==> config.mk <==
export PLATFORM = sky130hd
export DESIGN_NAME = mansm_window_max
export DESIGN_NICKNAME = d
export VERILOG_FILES = /design/src/sv/mansm_pkg.sv /design/src/sv/mansm_window_max.sv
export SDC_FILE = /design/constraint.sdc
export NUM_CORES = 1
export LEC_CHECK = 0
export BUFFER_PORTS_ARGS = -buffer_cell sky130_fd_sc_hd__buf_2
export CAP_MARGIN = 40
export CORE_MARGIN = 10
export CORE_UTILIZATION = 57
export DETAILED_ROUTE_END_ITERATION = 7
export PLACE_DENSITY_LB_ADDON = 0.08
export SYNTH_ARGS = -nofsm -noshare
export SYNTH_HDL_FRONTEND = slang
export SYNTH_SLANG_ARGS = --single-unit
==> constraint.sdc <==
create_clock -name vclk -period 15.6
set_input_delay 3.12 -clock vclk [all_inputs]
set_output_delay 3.12 -clock vclk [all_outputs]
set_load 0.03 [all_outputs]
==> src/sv/mansm_pkg.sv <==
`timescale 1ns / 1ps
`default_nettype none
// ----------------------------------------------------------------------------
// mansm_pkg
// Shared types and constants of the max absolute neighbour slope map.
// ----------------------------------------------------------------------------
package mansm_pkg;

  localparam int unsigned MAX_ROW_LENGTH_DEF = 2048;

  localparam int unsigned SAMPLE_W     = 16;
  localparam int unsigned SLOPE_W      = 15;
  localparam int unsigned ROW_LENGTH_W = 12;
  localparam int unsigned ROW_COUNT_W  = 16;
  localparam int unsigned ROW_W        = 17;
  localparam int unsigned CFG_IDX_W    = 8;
  localparam int unsigned CFG_DATA_W   = 16;
  localparam int unsigned NEIGH_N      = 8;

  localparam logic [ROW_LENGTH_W-1:0] ROW_LENGTH_RST = 12'd2048;
  localparam logic [ROW_COUNT_W-1:0]  ROW_COUNT_RST  = 16'd2048;

  localparam logic [CFG_IDX_W-1:0] CFG_ROW_LENGTH = 8'd0;
  localparam logic [CFG_IDX_W-1:0] CFG_ROW_COUNT  = 8'd1;

  localparam logic CMD_DRAIN = 1'b1;

  localparam logic [SLOPE_W-1:0] SLOPE_MAX = 15'h7FFF;

  typedef logic signed [SAMPLE_W-1:0] sample_t;

  typedef struct packed {
    logic    cmd;
    sample_t height;
  } in_item_t;

  typedef struct packed {
    logic [SLOPE_W-1:0] slope;
    logic               last_of_frame;
  } out_item_t;

  typedef struct packed {
    sample_t upper;
    sample_t lower;
  } line_pair_t;

endpackage
`default_nettype wire

==> src/sv/mansm_window_max.sv <==
`timescale 1ns / 1ps
`default_nettype none
// ----------------------------------------------------------------------------
// mansm_window_max
// Saturated absolute differences to the masked neighbors and their maximum.
// ----------------------------------------------------------------------------
module mansm_window_max
  import mansm_pkg::*;
(
  input  sample_t                  centre_i,
  input  sample_t                  neigh_i [NEIGH_N],
  input  wire     [NEIGH_N-1:0]    mask_i,
  output logic    [SLOPE_W-1:0]    slope_o
);

  logic signed [SAMPLE_W:0] diff [NEIGH_N];
  logic [SAMPLE_W-1:0]      mag  [NEIGH_N];
  logic [SLOPE_W-1:0]       sat  [NEIGH_N];
  logic [SLOPE_W-1:0]       lvl1 [NEIGH_N/2];
  logic [SLOPE_W-1:0]       lvl2 [NEIGH_N/4];

  always_comb begin
    for (int i = 0; i < NEIGH_N; i++) begin
      diff[i] = {centre_i[SAMPLE_W-1], centre_i} - {neigh_i[i][SAMPLE_W-1], neigh_i[i]};
      mag[i]  = diff[i][SAMPLE_W] ? SAMPLE_W'(-diff[i]) : diff[i][SAMPLE_W-1:0];
      if (!mask_i[i]) begin
        sat[i] = '0;
      end else if (mag[i][SAMPLE_W-1]) begin
        sat[i] = SLOPE_MAX;
      end else begin
        sat[i] = mag[i][SLOPE_W-1:0];
      end
    end
    for (int j = 0; j < NEIGH_N/2; j++) begin
      lvl1[j] = (sat[2*j] > sat[2*j+1]) ? sat[2*j] : sat[2*j+1];
    end
    for (int k = 0; k < NEIGH_N/4; k++) begin
      lvl2[k] = (lvl1[2*k] > lvl1[2*k+1]) ? lvl1[2*k] : lvl1[2*k+1];
    end
    slope_o = (lvl2[0] > lvl2[1]) ? lvl2[0] : lvl2[1];
  end

endmodule
`default_nettype wire

[After elaboration in Yosys (flattened, before gate mapping)]
Cells that the tools add are included.
Operators by class
  add/sub/neg operators: 16
  magnitude comparators: 7
  muxes and demuxes: 31
Operators by type and width (count)
  $mux W15: 23
  $sub A16 B16 Y17: 8
  $mux W16: 8
  $neg A16 Y16: 8
  $gt A15 B15 Y1: 7
Storage, ports and cells
  flip-flop bits (word level): 0
  output and inout port bits: 15
  word-level logic and storage cells: 54

[Longest topological paths before layout]
Gate-level depths: netlist of the first run.
  depth in word-level cells: 11
  depth in mapped cells: 53
  gate-level depth less buffers: 48

[Worst setup path before layout of the first run]
Ideal clock, no wire load.
  path kind: input port to output port
  start point: input port centre_i[0]
  end point: output port slope_o[10]
  arrival time: 13.498 ns
  required time: 12.480 ns
  path slack: -1.018 ns
  stages on the path: 53
  cell sequence: inv_1 ha_1 fa_1 nor2b_1 o221ai_1 a211o_1 a211oi_1 o211ai_1 a31oi_1 a31oi_1 or2_2 clkbuf_1 nand2_1 clkbuf_1 o21ai_0 ha_1 a21o_1 a21o_1 [17 not listed] a2111o_1 a31oi_4 clkbuf_1 mux2i_1 inv_1 ha_1 a21o_1 a21o_1 a21oi_1 o21ai_0 a21o_1 inv_1 nand2_1 a21oi_1 a221o_1 buf_6 buf_6 mux2i_1
On the way
  longest elaborated chain between the ends: 11
  elaborated cells on any way between the ends: 54
  those cells by class: add/sub: 16; order compare: 7; mux: 31
Ends and longest elaborated chain
  start: declaration: line mansm_window_max.sv:10  | input sample_t centre_i,
  $sub A16 B16 Y17: line mansm_window_max.sv:24  | diff[i] = {centre_i[SAMPLE_W-1], centre_i} - {neigh_i[i][SAMPLE_W-1], neigh_i[i]};
  $neg A16 Y16: line mansm_window_max.sv:25  | mag[i] = diff[i][SAMPLE_W] ? SAMPLE_W'(-diff[i]) : diff[i][SAMPLE_W-1:0];
  $mux W16: line mansm_window_max.sv:25
  $mux W15: line mansm_window_max.sv:28  | end else if (mag[i][SAMPLE_W-1]) begin
  $mux W15: line mansm_window_max.sv:26  | if (!mask_i[i]) begin
  $gt A15 B15 Y1: line mansm_window_max.sv:35  | lvl1[j] = (sat[2*j] > sat[2*j+1]) ? sat[2*j] : sat[2*j+1];
  $mux W15: line mansm_window_max.sv:35
  $gt A15 B15 Y1: line mansm_window_max.sv:38  | lvl2[k] = (lvl1[2*k] > lvl1[2*k+1]) ? lvl1[2*k] : lvl1[2*k+1];
  $mux W15: line mansm_window_max.sv:38
  $gt A15 B15 Y1: line mansm_window_max.sv:40  | slope_o = (lvl2[0] > lvl2[1]) ? lvl2[0] : lvl2[1];
  $mux W15 *: line mansm_window_max.sv:40
  end: declaration: line mansm_window_max.sv:13  | output logic [SLOPE_W-1:0] slope_o
Every way passes the cells marked *; elsewhere a longest branch is shown, timed or not.

[Final worst setup path of the first run]
  start point: input port centre_i[11]
  end point: output port slope_o[1]
Same word-level chain as after synthesis.

==> results.txt, run 1 <==
Top Ports - 167
grt ovf - 0
Final Hold Viols - 0
Worst Hold Depth - 8
final hold slack - 7.32 ns
CP required - 12.48 ns
Hold Path Origin - mask_i[7]
Tot Pwr - 4360 uW
largest net degree at the start of global routing - 19
Crit path largest cell delay - 0.46 ns
hold worst-path end - slope_o[1]
P per Cell Area - 196 nW/um^2
worst slack, placed - -0.686 ns
type of the tightest min-delay check - in -> out
Final min period - 15.96 ns
final antenna-violating net count - 0
core area - 26200 um^2
detailed-router iteration count before antenna repair - 7
initial antenna violation count - 0
row count - 59
VDD IR max - 0.345 mV
Worst path top cell family by delay - compound AO/OA/AOI/OAI gates
most frequent cells in the layout - buf_4, ha_1, inv_1
global-route wire length before repair - 96300 um
failing checks - setup timing
critical path capture point type - output pin
number of warnings printed during yosys synthesis - 0
register area - 0 um^2
vias in the first global route - 19500
Port Buf Inserts - 167
fin area - 22200 um^2
Area growth syn-to-layout - 45.2%
Tcrit/Tclk final - 1.02
die area - 33800 um^2
Max-Cap Viols - 0
Routed wire per std cell - 19.5 um
Seq/Total Area, Yosys - 0
launching element type of the critical path - input pin
Worst Slack Setup Final - -0.363 ns
run status - finished, violations left
fin cells - 3291
LEAKAGE - 0.0108 uW
Max Slew Vio Count - 0
Crit Path Max Fanout - 7
fmax - 62.6 MHz
Hold-fix buffers, CTS - 0
gpl congestion - 1.04
worst path bufs/invs - 10
Worst Path Class, Setup - in -> out
Die X - 184 um
highest-delay cell along the critical path - a221o_2
DR iter-0 viols - 2088
clock buf count - 0
Chip Height - 184 um
worst endpoint data arrival time - 12.84 ns
unique cell type count in the Yosys netlist - 98
share of layout cells above drive strength 1 - 0.345
Syn Nets - 2641
DR vias - 20700
Total Routed Length - 64100 um
overall routing resource usage - 0.339
worst slew pin tran - 0.936 ns
Slew HR - 0.371
DP HPWL - 50200 um
Post-DP Area - 20500 um^2
Mean Syn Cell Area - 6.78 um^2
number of inserted diodes - 0
Via density - 6.30
Seq cells - 0
placed cell count - 3217
mapped cell area - 15300 um^2
final setup fails - 14
NumNets Final - 3345
Post-Synthesis Cells - 2254
Initial Util - 0.583
Crit path top cell by count - buf_4
Post-route DRC - 0
RSZ-0062 raised after global routing - yes
most common cell after layout, fill and taps aside - buf_4
layout make-up:
cell class | instances | area (um^2)
inverters | 209 | 792
repair buffers | 770 | 5560
multi-input cells | 1977 | 15400
fillers | 1658 | 4010
well taps | 335 | 419
per-stage QoR:
step	util	setup TNS, ns
2_1_floorplan	-	0
3_3_place_gp	0.781	-4.65
3_5_place_dp	0.781	-9.04
4_1_cts	0.815	0
5_1_grt	0.847	-9.54
6_report	0.847	-4.80
power by group:
group | switching [uW] | internal, uW | leakage (uW)
combinational | 2230 | 2130 | 0.0108
clock | 0 | 0 | 0
sequential | 0 | 0 | 0
Yosys cell counts, drive strengths merged (17+ instances only):
| cell type | number | area share |
|---|---|---|
| nor2b | 33 | 0.014 |
| o21ai | 190 | 0.063 |
| xor2 | 54 | 0.031 |
| and2 | 21 | 0.0086 |
| a211oi | 27 | 0.013 |
| or3 | 33 | 0.014 |
| and3 | 21 | 0.0086 |
| a31oi | 31 | 0.014 |
| inv | 209 | 0.051 |
| o211ai | 36 | 0.018 |
| mux2i | 46 | 0.030 |
| nand2 | 136 | 0.034 |
| or2 | 33 | 0.014 |
| nor3 | 50 | 0.017 |
| xnor2 | 115 | 0.066 |
| nor4 | 26 | 0.011 |
| clkbuf | 56 | 0.014 |
| o21a | 77 | 0.038 |
| nand3 | 51 | 0.017 |
| nand4 | 30 | 0.012 |
| a21o | 90 | 0.044 |
| a21boi | 17 | 0.0083 |
| o31a | 18 | 0.010 |
| o31ai | 29 | 0.015 |
| ha | 227 | 0.19 |
| nor2 | 187 | 0.046 |
| nand2b | 35 | 0.014 |
| a21oi | 130 | 0.043 |
cell families (layout without fill, tap and decap cells):
logic type,after synthesis,after routing,synth area share
compound gates,799,799,0.357
simple gates,721,721,0.244
buf+inv,277,979,0.0706
fa+ha+maj,237,237,0.198
xor+xnor,169,169,0.0968
mux,51,51,0.0338
worst max path at each step:
stage            startpoint          end  slack (ns)  depth (start not counted)
2_1_floorplan   centre_i[0]  slope_o[10]       0.003                         53
3_3_place_gp    centre_i[0]   slope_o[5]       -0.36                         50
3_5_place_dp    centre_i[0]   slope_o[6]       -0.69                         50
4_1_cts         centre_i[0]  slope_o[14]      0.0002                         49
5_1_grt         centre_i[0]  slope_o[14]       -0.69                         46
6_report       centre_i[11]   slope_o[1]       -0.36                         46
worst min-delay path: cells and delay by family:
family | cells | cell delay (ns)
buf+inv | 4 | 0.55
compound gates | 3 | 0.38
mux | 1 | 0.13
routing by layer:
metal / routed length [um] / global-route usage / up-vias
met3: 5680 / 0.0538 / 275
met4: 4030 / 0.172 / 0
met1: 25400 / 0.409 / 9583
met5: 0 / 0 / -
li1: - / - / 9824
met2: 29000 / 0.573 / 1053
what timing repair did:
item,in CTS,in global routing
pin swaps,55,65
setup endpoints to repair,15,15
buffers inserted,41,31
cloned,0,3
gates resized for setup,152,130
No activity file was read; power rests on OpenSTA's default activity.
==> run 2, diff against run 1 <==
--- a/config.mk
+++ b/config.mk
@@ -10,7 +10,8 @@
 export CORE_MARGIN = 10
 export CORE_UTILIZATION = 57
 export DETAILED_ROUTE_END_ITERATION = 7
-export PLACE_DENSITY_LB_ADDON = 0.08
+export PLACE_DENSITY = 0.92
+export SKIP_LAST_GASP = 1
 export SYNTH_ARGS = -nofsm -noshare
 export SYNTH_HDL_FRONTEND = slang
 export SYNTH_SLANG_ARGS = --single-unit
==> constraint.sdc (replaced) <==
create_clock -name vclk -period 15.6
set_input_delay 3.12 -clock vclk [all_inputs]
set_output_delay 3.12 -clock vclk [all_outputs]
set_load 0.02 [all_outputs]
==> run 2 against run 1 <==
- the run now fails in 5_1_grt
- synthesized area unchanged
- synthesized cell count unchanged
==> results.txt, run 2 <==
Post-Synthesis Cells - 2254 (unchanged)
mapped cell area - 15300 um^2 (unchanged)
gpl congestion - 1.12 (was 1.04)
Chip Height - 184 um (unchanged)
overall routing resource usage - 0.590
global-route wire length before repair - 154000 um
run status - stopped before the end (was finished, violations left)
placed cell count - 3076 (was 3217)
Synth top area share - 0.186 (unchanged)
Syn Nets - 2641 (unchanged)
number of warnings printed during yosys synthesis - 0 (unchanged)
Post-DP Area - 19400 um^2 (was 20500 um^2)
largest net degree at the start of global routing - 19
Hold-fix buffers, CTS - 0 (unchanged)
Die X - 184 um (unchanged)
Top Ports - 167 (unchanged)
largest cells by area after synthesis - ha_1, xnor2_1, o21ai_0 (unchanged)
grt ovf - 1
worst slack, placed - -0.944 ns (was -0.686 ns)
Fail Step - 5_1_grt
Mean Syn Cell Area - 6.78 um^2 (unchanged)
leading area contributor after synthesis - ha_1 (unchanged)
Initial Util - 0.583 (unchanged)
most common cell in the netlist - ha_1 (unchanged)
DP HPWL - 52000 um (was 50200 um)
vias in the first global route - 26300
Seq/Total Area, Yosys - 0 (unchanged)
unique cell type count in the Yosys netlist - 98 (unchanged)
stop err - [ERROR GRT-0116] Global routing finished with congestion. Check the congestion regions in the DRC Viewer.
top post-synthesis cells by count - ha_1, inv_1, nor2_1 (unchanged)
row count - 59 (unchanged)
Port Buf Inserts - 167 (unchanged)
-- run 2: what timing repair did --
item,in CTS
gates cloned,1
buffers inserted,65
resized for setup,209
pin swaps,88
endpoints found under the setup margin,15
endpoints found under the hold margin,0
-- run 2: logic make-up after synthesis --
family / Yosys count / synth area share
mux: 51 / 0.0338
simple gates: 721 / 0.244
buf+inv: 277 / 0.0706
compound gates: 799 / 0.357
fa+ha+maj: 237 / 0.198
xor+xnor: 169 / 0.0968
-- run 2: metal layers --
layer | global-route usage | GRT overflow
met5 | 0.220 | 0
met4 | 0.553 | 0
met3 | 0.511 | 1
met2 | 0.740 | 0
met1 | 0.561 | 0
-- run 2: through the flow --
step	hold WS, ns	utilization
after floorplan	6.77	-
after global placement	7.29	0.741
after detailed placement	7.31	0.741
after CTS	7.29	0.794
==> run 3, diff against run 2 <==
--- a/config.mk
+++ b/config.mk
@@ -8,9 +8,9 @@
 export BUFFER_PORTS_ARGS = -buffer_cell sky130_fd_sc_hd__buf_2
 export CAP_MARGIN = 40
 export CORE_MARGIN = 10
-export CORE_UTILIZATION = 57
+export CORE_UTILIZATION = 40
 export DETAILED_ROUTE_END_ITERATION = 7
-export PLACE_DENSITY = 0.92
+export PLACE_DENSITY_LB_ADDON = 0.15
 export SKIP_LAST_GASP = 1
 export SYNTH_ARGS = -nofsm -noshare
 export SYNTH_HDL_FRONTEND = slang
==> constraint.sdc (replaced) <==
create_clock -name vclk -period 20.3
set_input_delay 4.06 -clock vclk [all_inputs]
set_output_delay 4.06 -clock vclk [all_outputs]
set_load 0.02 [all_outputs]
==> run 3 against run 2 <==
- the run now ends clean
==> results.txt, run 3 (synthesis results as in run 1) <==
row count - 71 (was 59)
share of layout cells above drive strength 1 - 0.117
CP required - 16.24 ns
Post-DP Area - 16700 um^2 (was 19400 um^2)
Hold-fix buffers, CTS - 0 (unchanged)
fill cell count - 4016
Post-CTS Setup Repair Bufs - 0 (was 65)
Switch Pwr - 1220 uW
Final min period - 19.48 ns
register area - 0 um^2
NumNets Final - 2771
final setup fails - 0
highest-delay cell along the critical path - a2111oi_1
LEAKAGE - 0.00792 uW
Post-route DRC - 0
sw frac - 0.627
launching element type of the critical path - input pin
core area - 37700 um^2
final antenna-violating net count - 0
worst slew pin tran - 0.868 ns
largest net degree at the start of global routing - 23
die area - 46400 um^2
Slew HR - 0.414
Crit Path Max Fanout - 14
Total Routed Length - 56200 um
Crit path largest cell delay - 0.68 ns
initial antenna violation count - 1
Chip Height - 215 um (was 184 um)
Die X - 215 um (was 184 um)
vias in the first global route - 15800
DP HPWL - 47600 um (was 52000 um)
overall routing resource usage - 0.224
DR vias - 17100
Routed wire per std cell - 19.4 um
Max-Cap Viols - 0
Worst Path Class, Setup - in -> out
P per Cell Area - 116 nW/um^2
DR iter-0 viols - 1336
RSZ-0062 raised after global routing - no
Crit path top cell by count - a21o_1
Initial Util - 0.406 (was 0.583)
clock power share - 0
fmax - 51.3 MHz
Core Util, Final - 0.444
Seq cells - 0
VDD IR max - 0.163 mV
global-route wire length before repair - 85800 um
Resized Gates After CTS - 0 (was 209)
most common cell after layout, fill and taps aside - ha_1
share of total power in combinational logic - 1.000
most frequent cells in the layout - ha_1, inv_1, nor2_1
grt ovf - 0
worst endpoint data arrival time - 15.42 ns
Max Slew Vio Count - 0
sequential group share of total power - 0
Top Ports - 167 (unchanged)
Tcrit/Tclk final - 0.960
type of the tightest min-delay check - in -> out
Port Buf Inserts - 167 (unchanged)
fin area - 16700 um^2
Via density - 5.91
final hold slack - 9.15 ns
Area growth syn-to-layout - 9.51%
clock buf count - 0
critical path capture point type - output pin
run status - finished clean (was stopped before the end)
internal power - 722 uW
number of inserted diodes - 0
Final Hold Viols - 0
gpl congestion - 0.947 (was 1.12)
detailed-router iteration count before antenna repair - 7
Setup TNS - 0 ns
## run 3: worst max-delay path: cells and delay by family
family,cells,cell delay [ns]
fa+ha+maj,4,1.15
mux,4,1.50
simple gates,7,1.14
buf+inv,9,1.76
xor+xnor,1,0.42
compound gates,25,5.35
## run 3: worst paths after layout
| check | startpoint | endpoint | slack [ns] | cells after the start |
|---|---|---|---|---|
| min | mask_i[3] | slope_o[13] | 9.15 | 6 |
| max | centre_i[6] | slope_o[7] | 0.82 | 50 |
## run 3: final cells by class
| type | instances | area (um^2) | area share |
|---|---|---|---|
| tap | 511 | 639 | 0.0382 |
| inverter | 209 | 785 | 0.0469 |
| timing repair buffer | 196 | 1050 | 0.0627 |
| multi-input combinational | 1977 | 14300 | 0.852 |
## run 3: layer usage
metal | GRT usage | vias to the layer above | part of all wire
met5 | 0 | - | 0.00030
met3 | 0.0327 | 58 | 0.065
met4 | 0.0540 | 2 | 0.028
met2 | 0.360 | 490 | 0.43
met1 | 0.308 | 7886 | 0.48
li1 | - | 8671 | -
## run 3: power groups by stage
| stage | registers, uW | clock network [uW] | logic (uW) |
|---|---|---|---|
| floorplan | 0 | 0 | 1360 |
| global placement | 0 | 0 | 1870 |
| detailed placement | 0 | 0 | 1890 |
| CTS | 0 | 0 | 1900 |
| global route | 0 | 0 | 2120 |
| finish | 0 | 0 | 1940 |
## run 3: stage by stage
stage / power [uW] / setup WS (ns) / std cells
2_1_floorplan: 1360 / 1.95 / 2254
3_3_place_gp: 1870 / 0.476 / 2892
3_5_place_dp: 1890 / 0.415 / 2893
4_1_cts: 1900 / 0.358 / 2893
5_1_grt: 2120 / 0.0120 / 2893
6_report: 1940 / 0.815 / 2893
==> run 4, diff against run 3 <==
--- a/config.mk
+++ b/config.mk
@@ -11,6 +11,7 @@
 export CORE_UTILIZATION = 40
 export DETAILED_ROUTE_END_ITERATION = 7
 export PLACE_DENSITY_LB_ADDON = 0.15
+export RECOVER_POWER = 100
 export SKIP_LAST_GASP = 1
 export SYNTH_ARGS = -nofsm -noshare
 export SYNTH_HDL_FRONTEND = slang
==> run 4 against run 3 <==
- flip-flop and latch count unchanged
- critical path depth unchanged
- final cell count did not move
- highest routed layer unchanged
- non-clock buffer count is the same
- first-iteration DRC count grew 0.90%
- wire length about the same
- total power shrank 0.33%
- maximum frequency is essentially flat
- critical path type unchanged
- critical endpoint unchanged
- hold slack barely moved
==> results.txt, run 4 (synthesis results as in run 1) <==
Setup TNS - 0 ns (unchanged)
vias in the first global route - 15800 (unchanged)
row count - 71 (unchanged)
initial antenna violation count - 1 (unchanged)
Chip Height - 215 um (unchanged)
Post-route DRC - 0 (unchanged)
GR Util met1 - 0.308 (unchanged)
Die X - 215 um (unchanged)
Tcrit/Tclk final - 0.960 (about the same)
Port Buf Inserts - 167 (unchanged)
placed cell count - 2893 (unchanged)
Seq cells - 0 (unchanged)
Area growth syn-to-layout - 9.49% (was 9.51%)
critical path capture point type - output pin (unchanged)
grt met3 use - 0.0327 (unchanged)
number of inserted diodes - 0 (unchanged)
detailed-router iteration count before antenna repair - 5 (was 7)
worst slew pin tran - 0.868 ns (about the same)
GR Util met2 - 0.360 (unchanged)
Top Ports - 167 (unchanged)
Hold-fix buffers, CTS - 0 (unchanged)
Slew HR - 0.414 (about the same)
Total Routed Length - 56200 um (about the same)
fmax - 51.3 MHz (about the same)
Max-Cap Viols - 0 (unchanged)
DR iter-0 viols - 1348 (was 1336)
Final min period - 19.50 ns (was 19.48 ns)
die area - 46400 um^2 (unchanged)
final antenna-violating net count - 0 (unchanged)
global route hottest layer - met2 (unchanged)
Worst Hold Depth - 6 (unchanged)
gpl congestion - 0.947 (unchanged)
Worst Slack Setup Final - 0.803 ns (was 0.815 ns)
Crit path largest cell delay - 0.68 ns (about the same)
VDD IR max - 0.163 mV (about the same)
grt ovf - 0 (unchanged)
run status - finished clean (unchanged)
Via density - 5.92 (was 5.91)
share of layout cells above drive strength 1 - 0.116 (was 0.117)
final setup fails - 0 (unchanged)
worst path bufs/invs - 9 (unchanged)
Worst path top cell family by delay - compound AO/OA/AOI/OAI gates (unchanged)
launching element type of the critical path - input pin (unchanged)
clock buf count - 0 (unchanged)
most common cell after layout, fill and taps aside - ha_1 (unchanged)
DP HPWL - 47600 um (unchanged)
DR vias - 17100 (about the same)
global-route wire length before repair - 85800 um (unchanged)
Initial Util - 0.406 (unchanged)
NumNets Final - 2771 (unchanged)
overall routing resource usage - 0.224 (unchanged)
fin cells - 2893 (unchanged)
register area - 0 um^2 (unchanged)
Crit Path Max Fanout - 14 (unchanged)
core area - 37700 um^2 (unchanged)
Max Slew Vio Count - 0 (unchanged)
most frequent cells in the layout - ha_1, inv_1, nor2_1 (unchanged)
Worst Path Class, Setup - in -> out (unchanged)
worst slack, placed - 0.415 ns (unchanged)
worst endpoint data arrival time - 15.44 ns (was 15.42 ns)
Final Hold Viols - 0 (unchanged)
fill cell count - 4019 (was 4016)
RSZ-0062 raised after global routing - no (unchanged)
Routed wire per std cell - 19.4 um (about the same)
largest net degree at the start of global routing - 23 (unchanged)
highest-delay cell along the critical path - a2111oi_1 (unchanged)
Crit path top cell by count - a21o_1 (unchanged)
CP required - 16.24 ns (about the same)
P per Cell Area - 115 nW/um^2 (was 116 nW/um^2)
type of the tightest min-delay check - in -> out (unchanged)
Critical Path Stages - 50 (unchanged)
LEAKAGE - 0.00791 uW (was 0.00792 uW)
-- run 4: cell types whose count changed in the layout (fill, tap and decap cells not counted), sizes merged --
cell	change
clkbuf	+12
buf	-12
-- run 4: power breakdown --
part	switching (uW)	leakage [uW]	total (uW)	internal (uW)
registers	0	0	0	0
clock network	0	0	0	0
logic	1220	0.00791	1930	715
-- run 4: through the flow --
stage | power [uW] | hold WS [ns] | utilization | instance area (um^2)
6_report | 1930 | 9.15 | 0.444 | 16700
2_1_floorplan | 1360 | 8.64 | - | 15300
5_1_grt | 2120 | 9.18 | 0.444 | 16700
3_5_place_dp | 1890 | 9.13 | 0.443 | 16700
3_3_place_gp | 1870 | 9.14 | 0.443 | 16700
4_1_cts | 1900 | 9.14 | 0.443 | 16700
-- run 4: path summary, 6_finish.rpt --
kind / start / end / slack (ns)
max: centre_i[6] / slope_o[7] / 0.80
min: mask_i[3] / slope_o[13] / 9.15
-- run 4: layout make-up --
cell class | instances | area (um^2) | share of cell area
multi-input combinational | 1977 | 14300 | 0.852
timing repair buffer | 196 | 1050 | 0.0625
inverter | 209 | 785 | 0.0469
tap | 511 | 639 | 0.0382
-- run 4: per-layer routing --
metal	wire length, um	share of wire
met1	26800	0.48
met2	24400	0.43
met3	3510	0.062
met4	1520	0.027
met5	17	0.00030
-- run 4: tightest hold or removal path: cells and delay by family --
family                 cells  cell delay [ns]
multiplexers               3             0.52
buffers and inverters      2             0.38
AO/OA/AOI/OAI              1             0.13
-- run 4: what timing repair did --
action | in CTS | in global routing
resized for setup | 0 | 14
buffers inserted | 0 | 0
setup endpoints to repair | 0 | 15
